<file path="src/skwst_pkg.sv">
`timescale 1ns / 1ps
package skwst_pkg;

  localparam int VERTEX_BITS   = 12;
  localparam int VERTEX_COUNT  = 1 << VERTEX_BITS;
  localparam int BONE_BITS     = 8;
  localparam int WEIGHT_BITS   = 16;
  localparam int SLOT_COUNT    = 4;
  localparam int SLOT_BITS     = 2;
  localparam int SUM_BITS      = 40;
  localparam int COUNT_BITS    = 24;
  localparam int QUO_BITS      = 16;
  localparam int LANES         = SLOT_COUNT + 1;
  localparam int SLOT_SUM_BITS = WEIGHT_BITS + SLOT_BITS;
  localparam int DIV_CNT_BITS  = $clog2(QUO_BITS);

  typedef enum logic [1:0] {
    ACT_ADD   = 2'd0,
    ACT_READ  = 2'd1,
    ACT_CLEAR = 2'd2,
    ACT_NOP   = 2'd3
  } action_t;

  typedef struct packed {
    action_t                op;
    logic [VERTEX_BITS-1:0] vertex;
    logic [BONE_BITS-1:0]   bone;
    logic [WEIGHT_BITS-1:0] weight;
  } item_t;

  typedef struct packed {
    logic                                  accepted;
    logic [SLOT_BITS-1:0]                  slot;
    logic [SLOT_COUNT-1:0][BONE_BITS-1:0]  bones;
    logic [SLOT_COUNT-1:0][QUO_BITS-1:0]   norms;
    logic [QUO_BITS-1:0]                   mean;
    logic [BONE_BITS-1:0]                  last_bone;
  } res_t;

  typedef struct packed {
    logic  valid;
    item_t item;
  } queue_head_t;

endpackage

</file>
<file path="src/skwst_front.sv">
`timescale 1ns / 1ps
module skwst_front (
  input  logic                  clk,
  input  logic                  rst_n,
  input  logic                  in_valid,
  output logic                  in_ready,
  input  logic [1:0]            in_action,
  input  logic [11:0]           in_vertex,
  input  logic [7:0]            in_bone,
  input  logic [15:0]           in_weight,
  input  logic                  init_busy,
  output skwst_pkg::queue_head_t head,
  input  logic                  head_pop
);

  // two-entry queue between the input port and the back end
  skwst_pkg::item_t q_mem [2];
  logic       wr_ptr_r, rd_ptr_r;
  logic [1:0] cnt_r;
  logic       push, pop;

  assign in_ready  = (cnt_r != 2'd2) && !init_busy;
  assign push      = in_valid && in_ready;
  assign pop       = head.valid && head_pop;
  assign head.valid = (cnt_r != 2'd0);
  assign head.item  = q_mem[rd_ptr_r];

  always_ff @(posedge clk) begin
    if (push) begin
      q_mem[wr_ptr_r].op     <= skwst_pkg::action_t'(in_action);
      q_mem[wr_ptr_r].vertex <= in_vertex;
      q_mem[wr_ptr_r].bone   <= in_bone;
      q_mem[wr_ptr_r].weight <= in_weight;
    end
  end

  always_ff @(posedge clk) begin
    if (!rst_n) begin
      wr_ptr_r <= 1'b0;
      rd_ptr_r <= 1'b0;
      cnt_r    <= 2'd0;
    end else begin
      if (push) wr_ptr_r <= ~wr_ptr_r;
      if (pop)  rd_ptr_r <= ~rd_ptr_r;
      if (push && !pop)      cnt_r <= cnt_r + 2'd1;
      else if (pop && !push) cnt_r <= cnt_r - 2'd1;
    end
  end

endmodule

</file>
<file path="config.mk">
export PLATFORM = sky130hd
export DESIGN_NAME = skwst_front
export DESIGN_NICKNAME = d
export VERILOG_FILES = /design/src/skwst_pkg.sv /design/src/skwst_front.sv
export SDC_FILE = /design/constraint.sdc
export NUM_CORES = 1
export LEC_CHECK = 0
export ABC_AREA = 1
export ABC_CLOCK_PERIOD_IN_PS = 5600
export BUFFER_PORTS_ARGS = -buffer_cell sky130_fd_sc_hd__clkbuf_2
export CORE_MARGIN = 10
export CORE_UTILIZATION = 35
export CTS_CLUSTER_SIZE = 8
export DETAILED_ROUTE_END_ITERATION = 8
export REMOVE_ABC_BUFFERS = 1
export SLEW_MARGIN = 20
export SYNTH_ARGS = -nofsm -noshare
export SYNTH_HDL_FRONTEND = slang
export SYNTH_SLANG_ARGS = --single-unit
</file>
<file path="constraint.sdc">
create_clock -name clk -period 5.6 [get_ports clk]
set_input_delay 0.56 -clock clk [delete_from_list [all_inputs] [get_ports clk]]
set_output_delay 0.56 -clock clk [all_outputs]
set_load 0.02 [all_outputs]
</file>
==> results of run 1 <==
[worst min path at each step]
stage,startpoint,to,slack [ns],depth (start not counted)
2_1_floorplan,rd_ptr_r,flop,0.47,2
3_3_place_gp,rd_ptr_r,flop,0.48,2
3_5_place_dp,rd_ptr_r,flop,0.49,2
4_1_cts,in_vertex[8],q_mem[0][32],0.39,1
5_1_grt,in_vertex[9],q_mem[1][33],0.38,1
6_report,in_vertex[8],q_mem[0][32],0.40,1
[final cells by class]
type                    count  area share
flip-flops and latches     81       0.618
multi-input cells          63       0.163
repair buffers             83       0.113
well taps                 108      0.0350
clock buffers              10      0.0330
clock inverters             6      0.0275
inverters                  11      0.0107
[layer usage]
metal,vias to the layer above,GRT usage,part of all wire
met2,55,0.145,0.50
li1,773,-,-
met5,-,0,0
met1,767,0.0924,0.39
met3,9,0.0451,0.094
met4,0,0.0426,0.017
[per-stage QoR]
stage / hold slack (ns) / total power, mW / setup WS (ns)
global placement: 0.481 / 1.04 / 3.30
CTS: 0.386 / 1.54 / 3.29
global route: 0.384 / 1.59 / 3.23
finish: 0.402 / 1.51 / 3.33
detailed placement: 0.488 / 1.04 / 3.57
floorplan: 0.467 / 0.942 / 2.83
[worst max-delay path, delay by kind of cell, from the launching register on]
family   cells  cell delay [ns]
flops        1             0.78
mux          1             0.41
buf+inv      1             0.16
[registers in the layout, indices dropped and copies added (netlist names), named ones only]
signal and cells:
rd_ptr_r 1, wr_ptr_r 1, cnt_r 2, q_mem 76
[placed cells by master, fill, tap and decap left out, types with 3 or more instances in the layout]
| cell type | synthesis | layout |
|---|---|---|
| edfxtp_1 | 76 | 76 |
| nand2_1 | 10 | 10 |
| dfxtp_1 | 5 | 4 |
| clkbuf_8 | 0 | 9 |
| inv_1 | 11 | 10 |
| nor2_1 | 6 | 5 |
| bufinv_16 | 0 | 3 |
| mux2_2 | 18 | 18 |
| clkbuf_2 | 0 | 82 |
| mux2_4 | 20 | 20 |
[report_power, final]
| group | switching [mW] | leakage (nW) | total, mW | internal [mW] |
|---|---|---|---|---|
| clock | 0.195 | 0.114 | 0.489 | 0.294 |
| sequential | 0.0405 | 0.738 | 0.747 | 0.707 |
| combinational | 0.146 | 0.670 | 0.273 | 0.127 |
[cell families after synthesis]
| group | count (synthesis) | share of synthesized area |
|---|---|---|
| buf+inv | 15 | 0.0260 |
| fa+ha+maj | 1 | 0.00406 |
| mux | 38 | 0.163 |
| simple gates | 20 | 0.0268 |
| compound gates | 4 | 0.00730 |
| flops | 81 | 0.773 |
==> flow_summary.toml, run 1 <==
[logic_synthesis]
synth.top_cell.area_share = 0.740
synth_async_sr_flop_share = 0
yosys.area.top_type = "edfxtp_1"
synth_seq_cells = 81
yosysMostFrequentCell = "edfxtp_1"
yosysSeqAreaShare = 0.773
syn_area_per_cell_um2 = 19.4
synthTopCellsByCount = "76 x edfxtp_1, 20 x mux2_4, 18 x mux2_2, 11 x inv_1, 10 x nand2_1"
synth_edf_count = 76
yosys_most_used_dff = "edfxtp_1"
synth.distinct_cells = 15
yosysWarnings = 0
syn_inst = 159
synthTopCellsByArea = "edfxtp_1 74%, mux2_4 9.7%, mux2_2 6.6%"
syn-cell-area_um2 = 3080

[placed_design]
place_area_um2 = 3630
gp_congestion = 0.650
dp_hpwl_um = 3810
dp.cells = 346
numPortBuffers = 82

[drt]
antenna_left = 0
viasPerCell = 4.43
drt_iter0_markers = 52
dr.pass1.iters = 4
num_vias = 1604
drc = 0
wl_um = 5580
wl_per_cell_um = 15.4

[clocking]
cts_hold_buf = 0
clock_sinks = 81
clk_latency_ns = 0.34
root_buffer = "clkbuf_8"
cts_max_level = 3
cts_setup_buffers = 0
cts_tree = "built"
cts.clk_slew.worst_paths_ns = 0.08
cts_made_buffers = 9
ctsResizeCount = 0
cts.path.max_buffers = 2

[cells_and_area]
final_core_util = 0.447
n_antenna_cell = 0
regArea_um2 = 2390
instances_no_fill = 362
final_nets = 293
area.growth.synth_to_final_pct = 25.3
drive_gt1_frac = 0.543
fillers = 805
multi_input_area_um2 = 628
fin_area_um2 = 3860

[critical_path]
max_stage_delay_ns = 0.78
rr_endpoint = "q_mem[0][10]"
endpoint = "head[3]"
cp-start-kind = "flop"
critPathCaptureType = "output pin"
r2r_setup_slack_ns = 3.79
required_ns = 5.04
reg2reg_depth = 5
slowest_stage = "dfxtp_4"
arrival_ns = 1.71
path_class = "reg2out"
critPathMaxFanout = 38
r2r-start = "cnt_r[0]"
path_cells = "mux2_2 > clkbuf_2"

[timing]
tns_ns = 0
finalHoldViolCount = 0
setup_viol = 0
fin_crit_ns = 2.27
fmax_mhz = 441
skew_ns = 0.00786
fin_crit_sh = 0.405
drv_slew = 0
rsz0062_at_grt = "no"
relSlewSlack = 0.418
tightest_slew_ns = 0.873

[floorplan]
die_x_um = 114
initial_utilization = 0.357
dieArea_um2 = 13000
io_pins = 83
rows = 34
dieHeight_um = 114
coreArea_um2 = 8640

[pwr]
peakVddDrop_uv = 166
leakage_nw = 1.52
powerDensity_nw_per_um2 = 391

[job]
maxCapViolations = 0

[min_path]
hold_class = "in2reg"

[global_route]
grt_use_total = 0.0885
grt_max_degree = 39
grt_pass1_vias = 1870
grt_pass1_wl_um = 8960
grt_overflow_total = 0
antenna_found_initial = 0

[outcome]
status = "finished clean"
No activity file was read; power rests on OpenSTA's default activity.
==> inputs of run 2 (changes only) <==
--- a/config.mk
+++ b/config.mk
@@ -6,7 +6,7 @@
 export NUM_CORES = 1
 export LEC_CHECK = 0
 export ABC_AREA = 1
-export ABC_CLOCK_PERIOD_IN_PS = 5600
+export ABC_CLOCK_PERIOD_IN_PS = 2250
 export BUFFER_PORTS_ARGS = -buffer_cell sky130_fd_sc_hd__clkbuf_2
 export CORE_MARGIN = 10
 export CORE_UTILIZATION = 35
==> constraint.sdc (replaced) <==
create_clock -name clk -period 2.25 [get_ports clk]
set_input_delay 0.225 -clock clk [delete_from_list [all_inputs] [get_ports clk]]
set_output_delay 0.225 -clock clk [all_outputs]
set_load 0.02 [all_outputs]
==> flow_summary.toml, run 2 (synthesis results as in run 1) <==
[timing]
tns_ns = 0
relSlewSlack = 0.720
rsz0062_at_grt = "no"
fin_crit_ns = 1.72
skew_ns = 0.00776
fin_crit_sh = 0.765
drv_slew = 0
whs_ns = 0.0703
finalHoldViolCount = 0
fmax_mhz = 581
setup_viol = 0
tightest_slew_ns = 0.420

[pwr]
leakage_nw = 1.52
p_seq_frac = 0.488
power_mw = 3.66
p_clk_frac = 0.303
p_int_mw = 2.70
p_comb_frac = 0.209
power_switching_share = 0.262
peakVddDrop_uv = 433
powerDensity_nw_per_um2 = 948
p_switching_mw = 0.959

[min_path]
hold_class = "in2reg"

[critical_path]
arrival_ns = 1.50
critPathCaptureType = "output pin"
critPathTopFamily = "buffers and inverters"
max_stage_delay_ns = 0.38
cp_num_buf_inv = 2
slowest_stage = "mux2_2"
path_class = "reg2out"
required_ns = 2.03
path_cells = "buf_12 > mux2_2 > clkbuf_2"
critPathMaxFanout = 38
cp-start-kind = "flop"

[global_route]
grt_pass1_vias = 1838
grt_overflow_total = 0
grt_max_degree = 39
grt_pass1_wl_um = 9190
antenna_found_initial = 0
grt_use_total = 0.0904

[drt]
num_vias = 1595
viasPerCell = 4.37
drc = 0
wl_um = 5720
wl_per_cell_um = 15.7
drt_iter0_markers = 35
dr.pass1.iters = 4
antenna_left = 0

[job]
maxCapViolations = 0

[clocking]
ctsResizeCount = 0
root_buffer = "clkbuf_8"
cts.clk_slew.worst_paths_ns = 0.08
cts.path.max_buffers = 2
cts_tree = "built"
clk_latency_ns = 0.34
cts_hold_buf = 0
cts_made_buffers = 9
cts_max_level = 3
clock_sinks = 81
cts_setup_buffers = 0

[cells_and_area]
top_regs = "q_mem: 76 flops, cnt_r: 2 flops"
final_common_cell = "clkbuf_2"
drive_gt1_frac = 0.545
largest_register_ffs = 76
final_nets = 296
fillers = 771
final_core_util = 0.447
top_register = "q_mem"
layout_common_cells = "82 x clkbuf_2, 76 x edfxtp_1, 20 x mux2_4, 18 x mux2_2"
area.growth.synth_to_final_pct = 25.3
n_antenna_cell = 0

[outcome]
status = "finished clean"

[floorplan]
dieArea_um2 = 13000
initial_utilization = 0.357
io_pins = 83
coreArea_um2 = 8640
die_x_um = 114
dieHeight_um = 114
rows = 34

[placed_design]
dp_hpwl_um = 3970
gp_congestion = 0.663
numPortBuffers = 82
==> run 2: changes by cell type in the layout (fill, tap and decap cells not counted), sizes merged <==
cell / before / now
clkinvlp: 1 / 2
bufinv: 3 / 2
buf: 1 / 4
==> run 2: worst paths after layout <==
kind	startpoint	to	slack [ns]	cells past startpoint
max	flop	head[32]	0.53	3
min	in_weight[3]	q_mem[1][3]	0.07	1
max reg2reg	cnt_r[0]	q_mem[1][1]	0.62	5
min reg2reg	rd_ptr_r	rd_ptr_r	0.52	2
==> run 2: power groups by stage <==
stage	logic, mW	registers (mW)	clock network, mW
floorplan	0.478	1.87	0
global placement	0.780	1.82	0
detailed placement	0.787	1.82	0
CTS	0.790	1.79	1.15
global route	0.837	1.80	1.22
finish	0.765	1.79	1.11
==> run 2: metrics by stage <==
step / worst slack [ns] / std cells / cell area [um2]
after floorplan: -0.383 / 155 / 3040
after global placement: 0.639 / 349 / 3650
after detailed placement: 0.592 / 349 / 3650
after CTS: 0.491 / 365 / 3860
after global routing: 0.410 / 365 / 3860
final: 0.528 / 365 / 3860
==> run 2: area by class of cell <==
cell class / instances / area [um2] / share of cell area
Inverter: 11 / 41.3 / 0.0107
Timing Repair Buffer: 86 / 465 / 0.120
Clock buffer: 10 / 128 / 0.0330
Sequential cell: 81 / 2380 / 0.617
Multi-Input combinational cell: 63 / 628 / 0.163
Clock inverter: 6 / 82.6 / 0.0214
Tap cell: 108 / 135 / 0.0350
==> run 2: worst reg2reg max path: stages (launching register included) <==
cell and delay, ns:
dfxtp_1 0.35, inv_1 0.10, nand2_1 0.09, nand4_1 0.12, inv_2 0.36, buf_4 0.30
==> run 2: routing by layer <==
layer,up-vias,GRT usage,part of all wire
met4,0,0.0476,0.013
met1,753,0.0961,0.39
li1,783,-,-
met2,52,0.151,0.52
met3,7,0.0367,0.077
met5,-,0,0
